--- config.mk ---
export PLATFORM = sky130hd
export DESIGN_NAME = distributed_mutex_node
export DESIGN_NICKNAME = d
export VERILOG_FILES = /design/src/dmx_pkg.sv /design/src/distributed_mutex_node.sv /design/src/dmx_ram.sv /design/src/dmx_cfg.sv /design/src/dmx_emit.sv /design/src/dmx_ctrl.sv
export SDC_FILE = /design/constraint.sdc
export NUM_CORES = 1
export LEC_CHECK = 0
export BUFFER_PORTS_ARGS = -buffer_cell sky130_fd_sc_hd__buf_4
export CELL_PAD_IN_SITES_DETAIL_PLACEMENT = 0
export CELL_PAD_IN_SITES_GLOBAL_PLACEMENT = 1
export CORE_UTILIZATION = 41
export CTS_CLUSTER_DIAMETER = 50
export CTS_CLUSTER_SIZE = 8
export DETAILED_ROUTE_END_ITERATION = 7
export PLACE_DENSITY = 0.81
export SETUP_SLACK_MARGIN = 0.1
export SYNTH_ARGS = -nofsm -noshare
export SYNTH_HDL_FRONTEND = slang
export SYNTH_SLANG_ARGS = --single-unit
--- constraint.sdc ---
create_clock -name clk -period 3 [get_ports clk]
set_input_delay 0.9 -clock clk [delete_from_list [all_inputs] [get_ports clk]]
set_output_delay 0.9 -clock clk [all_outputs]
set_load 0.01 [all_outputs]
--- src/dmx_pkg.sv ---
`timescale 1ns / 1ps
package dmx_pkg;

  // Default sizing
  localparam int DEF_MAX_SERVERS = 8;
  localparam int DEF_STAMP_BITS  = 32;

  // Fixed field widths
  localparam int CMD_W   = 3;
  localparam int PEER_W  = 3;
  localparam int MSG_W   = 32;
  localparam int NUM_W   = 4;
  localparam int ENT_W   = 3;
  localparam int APB_W   = 32;
  localparam int PADDR_W = 3;

  // Register addresses
  localparam logic [PADDR_W-1:0] ADDR_MY_INDEX    = 3'd0;
  localparam logic [PADDR_W-1:0] ADDR_NUM_SERVERS = 3'd4;

  typedef enum logic [CMD_W-1:0] {
    CMD_CREQ  = 3'd0,
    CMD_CREL  = 3'd1,
    CMD_DONE  = 3'd2,
    CMD_PREQ  = 3'd3,
    CMD_PREP  = 3'd4,
    CMD_PEXIT = 3'd5
  } cmd_t;

  typedef enum logic [1:0] {
    MSG_GRANT = 2'd0,
    MSG_REQ   = 2'd1,
    MSG_REPLY = 2'd2,
    MSG_EXIT  = 2'd3
  } msg_kind_t;

  // Peer status as kept in the table
  typedef enum logic [1:0] {
    ST_NORMAL  = 2'd0,
    ST_WAITING = 2'd1,
    ST_GONE    = 2'd2
  } status_t;

  typedef enum logic [2:0] {
    S_IDLE,
    S_SWEEP,
    S_PEER,
    S_TAIL,
    S_FLUSH
  } state_t;

  // Message push / end-of-request flush toward the output stage
  typedef struct packed {
    logic                  push;
    logic                  flush;
    msg_kind_t             kind;
    logic [PEER_W-1:0]     dest;
    logic [MSG_W-1:0]      value;
  } emit_req_t;

endpackage

--- src/distributed_mutex_node.sv ---
`timescale 1ns / 1ps
// Ricart-Agrawala mutual exclusion node with Lamport timestamps.
// Input channel: an event (client request/release/done, peer request,
// reply or exit) is taken when start is high and busy is low. in_peer
// and in_stamp are only used by peer events.
// Output channel: each outgoing message shows for one cycle with
// out_valid high; out_last marks the final message of an event. The
// receiver cannot stall, so no backpressure exists.
// Config: APB-style port, my_index at 0x0, num_servers at 0x4 (writing
// num_servers also reloads the live-server count).
// Timing: client events walk the peer table (one memory entry per cycle,
// read of the next entry overlapped with update of the current one). A
// client request passes through sweep (while more than one server is
// live), tail and flush; release and done pass through sweep and flush.
// Peer events make a single read-modify-write followed by a flush step,
// which is skipped when the peer is already gone. The last message shows
// in the cycle in which busy drops.
// Events dropped at acceptance leave busy low.
// Reset: all peers normal, no replies awaited, stamps zero, one server.
module distributed_mutex_node #(
  parameter int MAX_SERVERS = dmx_pkg::DEF_MAX_SERVERS,
  parameter int STAMP_BITS  = dmx_pkg::DEF_STAMP_BITS
) (
  input  logic                         clk,
  input  logic                         rst_n,
  input  logic                         start,
  output logic                         busy,
  input  logic [dmx_pkg::CMD_W-1:0]    in_cmd,
  input  logic [dmx_pkg::PEER_W-1:0]   in_peer,
  input  logic [dmx_pkg::MSG_W-1:0]    in_stamp,
  output logic                         out_valid,
  output logic [1:0]                   out_msg_kind,
  output logic [dmx_pkg::PEER_W-1:0]   out_dest_peer,
  output logic [dmx_pkg::MSG_W-1:0]    out_msg_value,
  output logic                         out_last,
  input  logic                         psel,
  input  logic                         penable,
  input  logic                         pwrite,
  input  logic [dmx_pkg::PADDR_W-1:0]  paddr,
  input  logic [dmx_pkg::APB_W-1:0]    pwdata,
  output logic [dmx_pkg::APB_W-1:0]    prdata,
  output logic                         pready
);
  import dmx_pkg::*;

  localparam int NW = $clog2(MAX_SERVERS + 1);
  localparam int IW = $clog2(MAX_SERVERS);

  logic [PEER_W-1:0] my_index;
  logic [NW-1:0]     n_eff;
  logic              live_ld;
  logic [NW-1:0]     live_val;
  logic              wr_en;
  logic [IW-1:0]     wr_addr;
  logic [ENT_W-1:0]  wr_data;
  logic [IW-1:0]     rd_addr;
  logic [ENT_W-1:0]  rd_data;
  emit_req_t         req;

  // Register file
  dmx_cfg #(
    .MAX_SERVERS(MAX_SERVERS)
  ) u_cfg (
    .clk     (clk),
    .rst_n   (rst_n),
    .psel    (psel),
    .penable (penable),
    .pwrite  (pwrite),
    .paddr   (paddr),
    .pwdata  (pwdata),
    .prdata  (prdata),
    .pready  (pready),
    .my_index(my_index),
    .n_eff   (n_eff),
    .live_ld (live_ld),
    .live_val(live_val)
  );

  // Peer table: {awaiting_reply, status}
  dmx_ram #(
    .WIDTH(ENT_W),
    .DEPTH(MAX_SERVERS)
  ) u_table (
    .clk  (clk),
    .we   (wr_en),
    .waddr(wr_addr),
    .wdata(wr_data),
    .raddr(rd_addr),
    .rdata(rd_data)
  );

  // Sequencer and scalar protocol state
  dmx_ctrl #(
    .MAX_SERVERS(MAX_SERVERS),
    .STAMP_BITS (STAMP_BITS)
  ) u_ctrl (
    .clk     (clk),
    .rst_n   (rst_n),
    .start   (start),
    .busy    (busy),
    .in_cmd  (in_cmd),
    .in_peer (in_peer),
    .in_stamp(in_stamp),
    .my_index(my_index),
    .n_eff   (n_eff),
    .live_ld (live_ld),
    .live_val(live_val),
    .wr_en   (wr_en),
    .wr_addr (wr_addr),
    .wr_data (wr_data),
    .rd_addr (rd_addr),
    .rd_data (rd_data),
    .req     (req)
  );

  // Output stage with last-message tagging
  dmx_emit u_emit (
    .clk          (clk),
    .rst_n        (rst_n),
    .req          (req),
    .out_valid    (out_valid),
    .out_msg_kind (out_msg_kind),
    .out_dest_peer(out_dest_peer),
    .out_msg_value(out_msg_value),
    .out_last     (out_last)
  );

endmodule

--- src/dmx_ram.sv ---
`timescale 1ns / 1ps
module dmx_ram #(
  parameter int WIDTH = 8,
  parameter int DEPTH = 8
) (
  input  logic                     clk,
  input  logic                     we,
  input  logic [$clog2(DEPTH)-1:0] waddr,
  input  logic [WIDTH-1:0]         wdata,
  input  logic [$clog2(DEPTH)-1:0] raddr,
  output logic [WIDTH-1:0]         rdata
);

  logic [WIDTH-1:0] mem [DEPTH];
  logic [WIDTH-1:0] rdata_r;

  always_ff @(posedge clk) begin
    if (we) begin
      mem[waddr] <= wdata;
    end
    rdata_r <= mem[raddr];
  end

  assign rdata = rdata_r;

endmodule

--- src/dmx_cfg.sv ---
`timescale 1ns / 1ps
module dmx_cfg #(
  parameter int MAX_SERVERS = dmx_pkg::DEF_MAX_SERVERS
) (
  input  logic                               clk,
  input  logic                               rst_n,
  input  logic                               psel,
  input  logic                               penable,
  input  logic                               pwrite,
  input  logic [dmx_pkg::PADDR_W-1:0]        paddr,
  input  logic [dmx_pkg::APB_W-1:0]          pwdata,
  output logic [dmx_pkg::APB_W-1:0]          prdata,
  output logic                               pready,
  output logic [dmx_pkg::PEER_W-1:0]         my_index,
  output logic [$clog2(MAX_SERVERS+1)-1:0]   n_eff,
  output logic                               live_ld,
  output logic [$clog2(MAX_SERVERS+1)-1:0]   live_val
);
  import dmx_pkg::*;

  localparam int NW = $clog2(MAX_SERVERS + 1);
  localparam int WW = (NW > NUM_W) ? NW : NUM_W;

  logic [PEER_W-1:0] my_index_r;
  logic [NUM_W-1:0]  num_r;
  logic              wr_hit;

  // Saturate server count into 1..MAX_SERVERS
  function automatic logic [NW-1:0] clamp_n(input logic [NUM_W-1:0] v);
    logic [WW-1:0] x;
    x = WW'(v);
    if (x == '0) begin
      clamp_n = NW'(1);
    end else if (x > WW'(MAX_SERVERS)) begin
      clamp_n = NW'(MAX_SERVERS);
    end else begin
      clamp_n = NW'(x);
    end
  endfunction

  assign pready = 1'b1;
  assign wr_hit = psel && penable && pwrite;

  always_ff @(posedge clk) begin
    if (!rst_n) begin
      my_index_r <= '0;
      num_r      <= NUM_W'(1);
    end else if (wr_hit) begin
      if (paddr[2]) begin
        num_r <= pwdata[NUM_W-1:0];
      end else begin
        my_index_r <= pwdata[PEER_W-1:0];
      end
    end
  end

  // Count reload goes straight to the live-server counter
  assign live_ld  = wr_hit && paddr[2];
  assign live_val = clamp_n(pwdata[NUM_W-1:0]);

  assign my_index = my_index_r;
  assign n_eff    = clamp_n(num_r);
  assign prdata   = paddr[2] ? APB_W'(num_r) : APB_W'(my_index_r);

endmodule

--- src/dmx_emit.sv ---
`timescale 1ns / 1ps
module dmx_emit (
  input  logic                        clk,
  input  logic                        rst_n,
  input  dmx_pkg::emit_req_t          req,
  output logic                        out_valid,
  output logic [1:0]                  out_msg_kind,
  output logic [dmx_pkg::PEER_W-1:0]  out_dest_peer,
  output logic [dmx_pkg::MSG_W-1:0]   out_msg_value,
  output logic                        out_last
);
  import dmx_pkg::*;

  // One message is held back so the final one can carry last
  logic              pend_vld_r;
  msg_kind_t         pend_kind_r;
  logic [PEER_W-1:0] pend_dest_r;
  logic [MSG_W-1:0]  pend_value_r;

  logic              ov_r;
  logic [1:0]        okind_r;
  logic [PEER_W-1:0] odest_r;
  logic [MSG_W-1:0]  ovalue_r;
  logic              olast_r;

  always_ff @(posedge clk) begin
    if (!rst_n) begin
      pend_vld_r <= 1'b0;
      ov_r       <= 1'b0;
    end else begin
      ov_r <= (req.push || req.flush) && pend_vld_r;
      if (req.push) begin
        pend_vld_r <= 1'b1;
      end else if (req.flush) begin
        pend_vld_r <= 1'b0;
      end
    end
  end

  always_ff @(posedge clk) begin
    if (req.push) begin
      pend_kind_r  <= req.kind;
      pend_dest_r  <= req.dest;
      pend_value_r <= req.value;
    end
    okind_r  <= pend_kind_r;
    odest_r  <= pend_dest_r;
    ovalue_r <= pend_value_r;
    olast_r  <= req.flush;
  end

  assign out_valid     = ov_r;
  assign out_msg_kind  = okind_r;
  assign out_dest_peer = odest_r;
  assign out_msg_value = ovalue_r;
  assign out_last      = olast_r;

endmodule

--- src/dmx_ctrl.sv ---
`timescale 1ns / 1ps
module dmx_ctrl #(
  parameter int MAX_SERVERS = dmx_pkg::DEF_MAX_SERVERS,
  parameter int STAMP_BITS  = dmx_pkg::DEF_STAMP_BITS
) (
  input  logic                               clk,
  input  logic                               rst_n,
  input  logic                               start,
  output logic                               busy,
  input  logic [dmx_pkg::CMD_W-1:0]          in_cmd,
  input  logic [dmx_pkg::PEER_W-1:0]         in_peer,
  input  logic [dmx_pkg::MSG_W-1:0]          in_stamp,
  input  logic [dmx_pkg::PEER_W-1:0]         my_index,
  input  logic [$clog2(MAX_SERVERS+1)-1:0]   n_eff,
  input  logic                               live_ld,
  input  logic [$clog2(MAX_SERVERS+1)-1:0]   live_val,
  output logic                               wr_en,
  output logic [$clog2(MAX_SERVERS)-1:0]     wr_addr,
  output logic [dmx_pkg::ENT_W-1:0]          wr_data,
  output logic [$clog2(MAX_SERVERS)-1:0]     rd_addr,
  input  logic [dmx_pkg::ENT_W-1:0]          rd_data,
  output dmx_pkg::emit_req_t                 req
);
  import dmx_pkg::*;

  localparam int NW  = $clog2(MAX_SERVERS + 1);
  localparam int IW  = $clog2(MAX_SERVERS);
  localparam int KW  = (IW > PEER_W) ? IW : PEER_W;
  localparam int KW2 = (NW > PEER_W) ? NW : PEER_W;

  state_t                state_r, state_nxt;
  cmd_t                  cmd_r, cmd_nxt;
  logic [PEER_W-1:0]     peer_r, peer_nxt;
  logic [STAMP_BITS-1:0] stamp_r, stamp_nxt;
  logic [NW-1:0]         rd_idx_r, rd_idx_nxt;
  logic                  dv_r, dv_nxt;
  logic [IW-1:0]         didx_r, didx_nxt;
  logic                  pending_r, pending_nxt;
  logic                  finished_r, finished_nxt;
  logic [STAMP_BITS-1:0] highest_r, highest_nxt;
  logic [STAMP_BITS-1:0] own_r, own_nxt;
  logic [NW-1:0]         replies_r, replies_nxt;
  logic [NW-1:0]         live_r, live_nxt;
  logic [MAX_SERVERS-1:0] vld_r;
  logic                  rvld_r;

  logic [ENT_W-1:0]      ent;
  status_t               ent_st;
  logic                  ent_await;

  // Entries never written read as normal / not awaited
  assign ent       = rvld_r ? rd_data : '0;
  assign ent_st    = status_t'(ent[1:0]);
  assign ent_await = ent[2];
  assign busy      = (state_r != S_IDLE);

  always_ff @(posedge clk) begin
    if (!rst_n) begin
      state_r    <= S_IDLE;
      pending_r  <= 1'b0;
      finished_r <= 1'b0;
      highest_r  <= '0;
      own_r      <= '0;
      replies_r  <= '0;
      live_r     <= NW'(1);
      dv_r       <= 1'b0;
      vld_r      <= '0;
      rvld_r     <= 1'b0;
    end else begin
      state_r    <= state_nxt;
      pending_r  <= pending_nxt;
      finished_r <= finished_nxt;
      highest_r  <= highest_nxt;
      own_r      <= own_nxt;
      replies_r  <= replies_nxt;
      live_r     <= live_nxt;
      dv_r       <= dv_nxt;
      rvld_r     <= vld_r[rd_addr];
      if (wr_en) begin
        vld_r[wr_addr] <= 1'b1;
      end
    end
  end

  always_ff @(posedge clk) begin
    cmd_r    <= cmd_nxt;
    peer_r   <= peer_nxt;
    stamp_r  <= stamp_nxt;
    rd_idx_r <= rd_idx_nxt;
    didx_r   <= didx_nxt;
  end

  always_comb begin
    logic          is_self;
    logic          bad_peer;
    logic [NW-1:0] dec_rep;

    state_nxt    = state_r;
    cmd_nxt      = cmd_r;
    peer_nxt     = peer_r;
    stamp_nxt    = stamp_r;
    rd_idx_nxt   = rd_idx_r;
    dv_nxt       = 1'b0;
    didx_nxt     = didx_r;
    pending_nxt  = pending_r;
    finished_nxt = finished_r;
    highest_nxt  = highest_r;
    own_nxt      = own_r;
    replies_nxt  = replies_r;
    live_nxt     = live_ld ? live_val : live_r;
    wr_en        = 1'b0;
    wr_addr      = didx_r;
    wr_data      = ent;
    rd_addr      = IW'(in_peer);
    req          = '0;
    is_self      = (KW'(didx_r) == KW'(my_index));
    bad_peer     = (KW2'(in_peer) >= KW2'(n_eff)) || (in_peer == my_index);
    dec_rep      = (replies_r != '0) ? replies_r - NW'(1) : replies_r;

    case (state_r)
      // Take a request and set up its sweep or single access
      S_IDLE: begin
        if (start && !finished_r) begin
          cmd_nxt    = cmd_t'(in_cmd);
          peer_nxt   = in_peer;
          stamp_nxt  = STAMP_BITS'(in_stamp);
          rd_idx_nxt = '0;
          case (in_cmd)
            CMD_CREQ: begin
              if (!pending_r) begin
                pending_nxt = 1'b1;
                highest_nxt = highest_r + STAMP_BITS'(1);
                own_nxt     = highest_r + STAMP_BITS'(1);
                replies_nxt = '0;
                state_nxt   = (live_r > NW'(1)) ? S_SWEEP : S_TAIL;
              end
            end
            CMD_CREL: begin
              if (pending_r) begin
                pending_nxt = 1'b0;
                state_nxt   = S_SWEEP;
              end
            end
            CMD_DONE: begin
              finished_nxt = 1'b1;
              state_nxt    = S_SWEEP;
            end
            CMD_PREQ, CMD_PREP, CMD_PEXIT: begin
              if (!bad_peer) begin
                state_nxt = S_PEER;
              end
            end
            default: begin
            end
          endcase
        end
      end

      // Read entry k while deciding on entry k-1
      S_SWEEP: begin
        rd_addr = rd_idx_r[IW-1:0];
        if (rd_idx_r < n_eff) begin
          rd_idx_nxt = rd_idx_r + NW'(1);
          dv_nxt     = 1'b1;
          didx_nxt   = rd_idx_r[IW-1:0];
        end else begin
          state_nxt = (cmd_r == CMD_CREQ) ? S_TAIL : S_FLUSH;
        end
        if (dv_r) begin
          case (cmd_r)
            CMD_CREQ: begin
              if (!is_self && ent_st != ST_GONE) begin
                req.push    = 1'b1;
                req.kind    = MSG_REQ;
                req.dest    = PEER_W'(didx_r);
                req.value   = MSG_W'(own_r);
                wr_en       = 1'b1;
                wr_data     = {1'b1, ent[1:0]};
                replies_nxt = replies_r + NW'(1);
              end
            end
            CMD_CREL: begin
              if (ent_st == ST_WAITING) begin
                req.push  = 1'b1;
                req.kind  = MSG_REPLY;
                req.dest  = PEER_W'(didx_r);
                req.value = MSG_W'(my_index);
                wr_en     = 1'b1;
                wr_data   = {ent_await, ST_NORMAL};
              end
            end
            CMD_DONE: begin
              if (!is_self && ent_st != ST_GONE) begin
                req.push  = 1'b1;
                req.kind  = MSG_EXIT;
                req.dest  = PEER_W'(didx_r);
                req.value = MSG_W'(my_index);
              end
            end
            default: begin
            end
          endcase
        end
      end

      // Single-entry update for peer messages
      S_PEER: begin
        wr_addr = IW'(peer_r);
        if (ent_st == ST_GONE) begin
          state_nxt = S_IDLE;
        end else begin
          state_nxt = S_FLUSH;
          case (cmd_r)
            CMD_PREQ: begin
              if (stamp_r > highest_r) begin
                highest_nxt = stamp_r;
              end
              if (pending_r && ((own_r < stamp_r) ||
                                ((own_r == stamp_r) && (my_index < peer_r)))) begin
                wr_en   = 1'b1;
                wr_data = {ent_await, ST_WAITING};
              end else begin
                req.push  = 1'b1;
                req.kind  = MSG_REPLY;
                req.dest  = peer_r;
                req.value = MSG_W'(my_index);
              end
            end
            CMD_PREP, CMD_PEXIT: begin
              wr_en   = 1'b1;
              wr_data = {1'b0, (cmd_r == CMD_PEXIT) ? ST_GONE : ent_st};
              if (ent_await) begin
                replies_nxt = dec_rep;
                if (dec_rep == '0 && pending_r) begin
                  req.push  = 1'b1;
                  req.kind  = MSG_GRANT;
                  req.dest  = '0;
                  req.value = '0;
                end
              end
              if (cmd_r == CMD_PEXIT && live_r != '0) begin
                live_nxt = live_r - NW'(1);
              end
            end
            default: begin
            end
          endcase
        end
      end

      // Grant when nobody had to be asked
      S_TAIL: begin
        state_nxt = S_FLUSH;
        if (replies_r == '0) begin
          req.push  = 1'b1;
          req.kind  = MSG_GRANT;
          req.dest  = '0;
          req.value = '0;
        end
      end

      S_FLUSH: begin
        req.flush = 1'b1;
        state_nxt = S_IDLE;
      end

      default: begin
        state_nxt = S_IDLE;
      end
    endcase
  end

endmodule
After elaboration in Yosys (flattened, before gate mapping)
Memory sizes are Yosys's and may differ from the RTL's. A register that Yosys moved wholly into a read port is not among the register bits.
Cells that the tools add are included.
- add/sub/neg operators: 5
- order comparisons: 11
- equal/unequal tests: 37
- muxes and demuxes: 90
- bitwise gates (word level): 3
- reductions and logical operators: 46
- operator list (cell ; number):
    $mux W37 ; 6
    $mux W32 ; 6
    $pmux W37 S3 ; 1
    $mux W4 ; 22
    $pmux W37 S2 ; 1
    $pmux W32 S2 ; 1
    $mux W3 ; 13
    $mux W36 ; 1
    $add A32 B1 Y32 const B ; 1
    $eq A32 B32 Y1 ; 1
    $gt A32 B32 Y1 ; 1
    $lt A32 B32 Y1 ; 1
    $pmux W3 S4 ; 2
    $mux W1 ; 19
    $eq A3 B2 Y1 const B ; 6
    $pmux W3 S2 ; 3
    $logic_not A4 Y1 ; 4
    $ne A2 B1 Y1 const B ; 8
    $eq A3 B3 Y1 const B ; 5
    $ne A2 B2 Y1 const B ; 6
    $pmux W1 S2 ; 6
    $pmux W4 S3 ; 1
    $logic_and A1 B1 Y1 ; 11
    $reduce_and A10 Y1 ; 1
    other kinds (36) ; 65
- flip-flop bits (word level): 216
- RAM bits: 24
- bits of input ports: 79
- output and inout bits: 73
- word-level logic and storage cells: 219
- memories kept: 1
- memory list (name ; words ; width ; read ports ; clocked after memory_dff ; wr ports ; line ; source):
    u_table.mem ; 8 ; 3 ; 1 ; 1 ; 1 ; dmx_ram.sv:14 ; logic [WIDTH-1:0] mem [DEPTH];

Depth between registers and ports, before layout
- depth in word-level cells: 11
- mapped depth: 12
- gate-level depth less buffers: 11

Cells and area by module
Synthesis repeated with hierarchy kept, for this count alone.
- cells, all modules: 1177
- area, all modules: 11982.7 um^2
- modules (own cells, without submodules) (module ; times used ; cells each ; area each (um^2) ; seq. area each (um^2)):
    dmx_ctrl ; 1 ; 972 ; 8385.5 ; 3093.0
    dmx_emit ; 1 ; 80 ; 1935.6 ; 1911.8
    dmx_ram ; 1 ; 50 ; 1042.2 ; 780.7
    dmx_cfg ; 1 ; 75 ; 619.3 ; 140.1

Least setup slack after synthesis
OpenSTA, ideal clock, no wires.
- path type: reg-to-reg
- start: reg u_ctrl.stamp_r[30]
- end: reg u_emit.ov_r (netlist: u_emit.out_valid)
- setup time: 116 ps
- data arrival time: 2951 ps
- data required time: 2884 ps
- slack: -67 ps
- cell stages (with the launch flop): 10
- buffers on the path: 0
- clock period less this slack: 3067 ps
- path through: edfxtp_1 inv_1 ha_1 nand4_2 or4_4 a2111oi_4 a21oi_1 o21a_2 or4_4 o211a_1
- RTL lines (item ; line ; source):
    start: declaration ; dmx_ctrl.sv:34 ; logic [STAMP_BITS-1:0] stamp_r, stamp_nxt;
    start signal: assignment ; dmx_ctrl.sv:88 ; stamp_r <= stamp_nxt;
    end signal: assignment ; dmx_emit.sv:31 ; ov_r <= (req.push || req.flush) && pend_vld_r;
    end: declaration ; dmx_emit.sv:20 ; logic ov_r;

==> metrics.csv <==
stage;metric;value;unit
routing;WL per Instance;16.45;um
timing;final count of hold timing violations;0;
job;Max Cap Viol;0;
cts;CTS tree;done;
final_layout;area grow syn2layout;25.42;%
timing;unrepaired setup endpoints after global routing;true;
global_route;largest net degree at the start of global routing;58;
floorplanning;Die X;172.8;um
logic_synthesis;Yosys top cell by area;edfxtp_1;
routing;Antenna Nets Post-Route;0;
run_status;failing checks;negative setup slack;
critical_path;worst reg2reg path startpoint;u_ctrl.stamp_r[29];
floorplanning;core area;0.02870;mm^2
placed_design;Final HPWL DP;20000;um
critical_path;WP data required;3.25;ns
cts;Worst-path clk slew;0.05;ns
critical_path;Crit-path slowest cell;or4_4;
critical_path;CP peak stage delay;0.60;ns
logic_synthesis;synth unique cells;79;
critical_path;delay-heaviest family, CP;simple AND/OR/NAND/NOR gates;
routing;Post-route DRC;0;
logic_synthesis;most frequent cell after synthesis;dfxtp_1;
final_layout;Design Area, Final;0.01499;mm^2
floorplanning;Starting Density;0.4165;
timing;Final Skew;0.01993;ns
global_route;first-pass GRT wire length;46390;um
floorplanning;row cnt;62;
logic_synthesis;number of synthesized register bits;243;
critical_path;CP cell instances;inv_1 > ha_4 > nand4_4 > or4_4 > a2111oi_4 > a21oi_2 > o21a_2 > or4_4 > buf_12;
timing;Setup WS post-layout;-0.04532;ns
critical_path;kind of critical path;flip-flop to flip-flop;
critical_path;crit path launch type;flip-flop;
placed_design;Placer Congestion;0.8682;
critical_path;Crit path top cell by count;or4_4;
placed_design;DP Worst Slack;-0.07901;ns
worst_hold_path;Worst Hold Class;flip-flop to flip-flop;
floorplanning;total die area;0.02984;mm^2
global_route;vias in the first global route;8924;
logic_synthesis;average size of a mapped cell;10.09;um^2
routing;via count;9258;
cts;cts hold-fix bufs;0;
logic_synthesis;main area contributors after synthesis;edfxtp_1 27%, dfxtp_1 23%, ha_1 8.3%;
routing;Routed WL;28990;um
floorplanning;Die H;172.8;um
pwr;Max VDD drop;0.0003649;V
placed_design;Post-DP Area;0.01337;mm^2
final_layout;Seq. cell area;0.005926;mm^2
timing;Slew Limit Fails;0;
critical_path;Worst Path Arrival;3.29;ns
placed_design;I/O Buffers;92;
run_status;status;finished, violations left;
routing;number of vias per cell;5.254;
cts;Root Buffer;clkbuf_16;
critical_path;crit path from;u_ctrl.stamp_r[29];
logic_synthesis;Top FF cell, synth;dfxtp_1;
timing;Final Setup Violations;38;
logic_synthesis;cells after synthesis;1185;
final_layout;n_diodes;0;
routing;Iteration-0 DRC Markers;535;
pwr;Pwr per Cell Area;672.8;mW/mm^2
logic_synthesis;post-synth top area share;0.2663;
logic_synthesis;sequential-to-total area share from yosys stat;0.4957;
routing;drt first pass iters;5;
timing;Final period util;1.015;
critical_path;element type at the critical path end;flip-flop;
logic_synthesis;Ys Warns;0;
global_route;initial antenna violation count;0;
final_layout;Final nets;1510;
timing;min Tclk post-route;3.045;ns
cts;total CTS buffers;39;
final_layout;Core Util, Final;0.5224;
critical_path;CP Buf/Inv Count;2;
global_route;GRT overflow;0;
final_layout;layout cell share with drive strength beyond 1;0.2054;
pwr;total chip power;10090;uW
logic_synthesis;Post-synth top cells;137 x dfxtp_1, 107 x nor2_1, 106 x edfxtp_1, 79 x ha_1, 77 x a21oi_1;
cts;CTS Sinks;243;
critical_path;CP max FO;21;
worst_hold_path;min-delay src;u_emit.pend_value_r[6];
global_route;Tot GR Track Use;0.1919;
cts;H-Tree Depth;2;
logic_synthesis;asr flop ratio synth;0;
pwr;P_leak;0.005680;uW
final_layout;# fillers;2619;
timing;Slew @ Worst Pin;0.7179;ns
cts;Max clock buf depth;3;
logic_synthesis;number of synthesized flops with an enable pin;106;
timing;Rel. slew slack;0.5077;
final_layout;area of the multi-input gates;0.005694;mm^2
logic_synthesis;post-synthesis cell area;0.01195;mm^2
timing;FMAX;328.4;MHz
floorplanning;I/O pin cnt;152;
cts;clk_lat worst skew;0.51;ns
worst paths after layout:
kind | end | slack (ns) | depth (start not counted)
setup / recovery | u_emit.pend_value_r[6] | -0.05 | 9
setup reg to reg | u_emit.pend_value_r[6] | -0.05 | 9
hold / removal | u_emit.out_msg_value[6] | 0.34 | 0
hold reg to reg | u_emit.out_msg_value[6] | 0.34 | 0
cell families after synthesis:
logic type      Yosys count  share of synthesized area
mux                      26                    0.02219
buf+inv                 157                    0.05903
simple gates            361                     0.1519
compound gates          276                     0.1578
xor+xnor                 41                    0.03004
other cells               2                  0.0006282
fa+ha+maj                79                    0.08269
flops                   243                     0.4957
routing by layer:
metal / vias to the layer above / share of wire / GRT usage
met2: 268 / 0.44 / 0.2960
met1: 4341 / 0.48 / 0.2722
met5: - / 0 / 0
li1: 4595 / - / -
met3: 54 / 0.052 / 0.03496
met4: 0 / 0.026 / 0.06121
power breakdown:
| part | switching (uW) | internal (uW) |
|---|---|---|
| logic | 1140 | 820 |
| registers | 253 | 3840 |
| clock network | 1450 | 2580 |
| total | 2850 | 7240 |
metrics by stage:
stage / setup TNS [ns] / hold WS (ns) / std cells
floorplan: 0 / 0.3233 / 1212
global placement: -0.05749 / 0.3238 / 1673
detailed placement: -0.6174 / 0.3269 / 1673
CTS: 0 / 0.3373 / 1748
global route: -5.579 / 0.3438 / 1762
finish: -1.109 / 0.3360 / 1762
sequential cells by signal, summed over array words and instances (netlist names), 2 cells and up:
name,flops
u_ctrl.state_r,3
u_emit.out_dest_peer,3
u_ctrl.peer_r,3
u_ctrl.cmd_r,3
u_emit.pend_dest_r,3
u_ctrl.didx_r,3
u_emit.pend_value_r,32
u_emit.pend_kind_r,2
u_cfg.my_index,3
u_ctrl.own_r,32
u_ctrl.vld_r,8
u_cfg.num_r,4
u_ctrl.live_r,4
u_ctrl.rd_idx_r,4
u_table.mem,24
u_ctrl.stamp_r,32
u_emit.out_msg_value,32
u_emit.out_msg_kind,2
u_ctrl.highest_r,32
u_ctrl.replies_r,4
u_table.rdata,3
timing repair:
action                     in CTS  in global routing
gates resized for setup        10                 42
pin swaps                       3                 21
setup buffers                   8                 15
setup endpoints to repair      78                123
placed cells by master, fill, tap and decap left out, drive strengths merged, types with 12 or more instances in the layout:
cell    synthesis  layout
nand4          26      26
o211ai         12      12
conb            2      29
dfxtp         137     137
buf            36     180
inv            75      76
nor4           12      12
xnor2          34      34
nand2          74      74
nor2b          18      18
a31oi          15      15
and2           32      32
o21ai          38      38
nor3           28      28
nand3          26      26
a211oi         49      49
nor2          108     108
ha             79      79
mux2i          22      22
a21oi          77      77
edfxtp        106     106
clkbuf         45      61
o32ai          13      13
area by class of cell:
class | instances | share of cell area
Multi-Input combinational cell | 812 | 0.3798
Tap cell | 384 | 0.03205
Sequential cell | 243 | 0.3952
Inverter | 76 | 0.01903
Clock buffer | 61 | 0.07344
Clock inverter | 6 | 0.003922
Timing Repair Buffer | 180 | 0.09655
No activity file was read; power rests on OpenSTA's default activity.
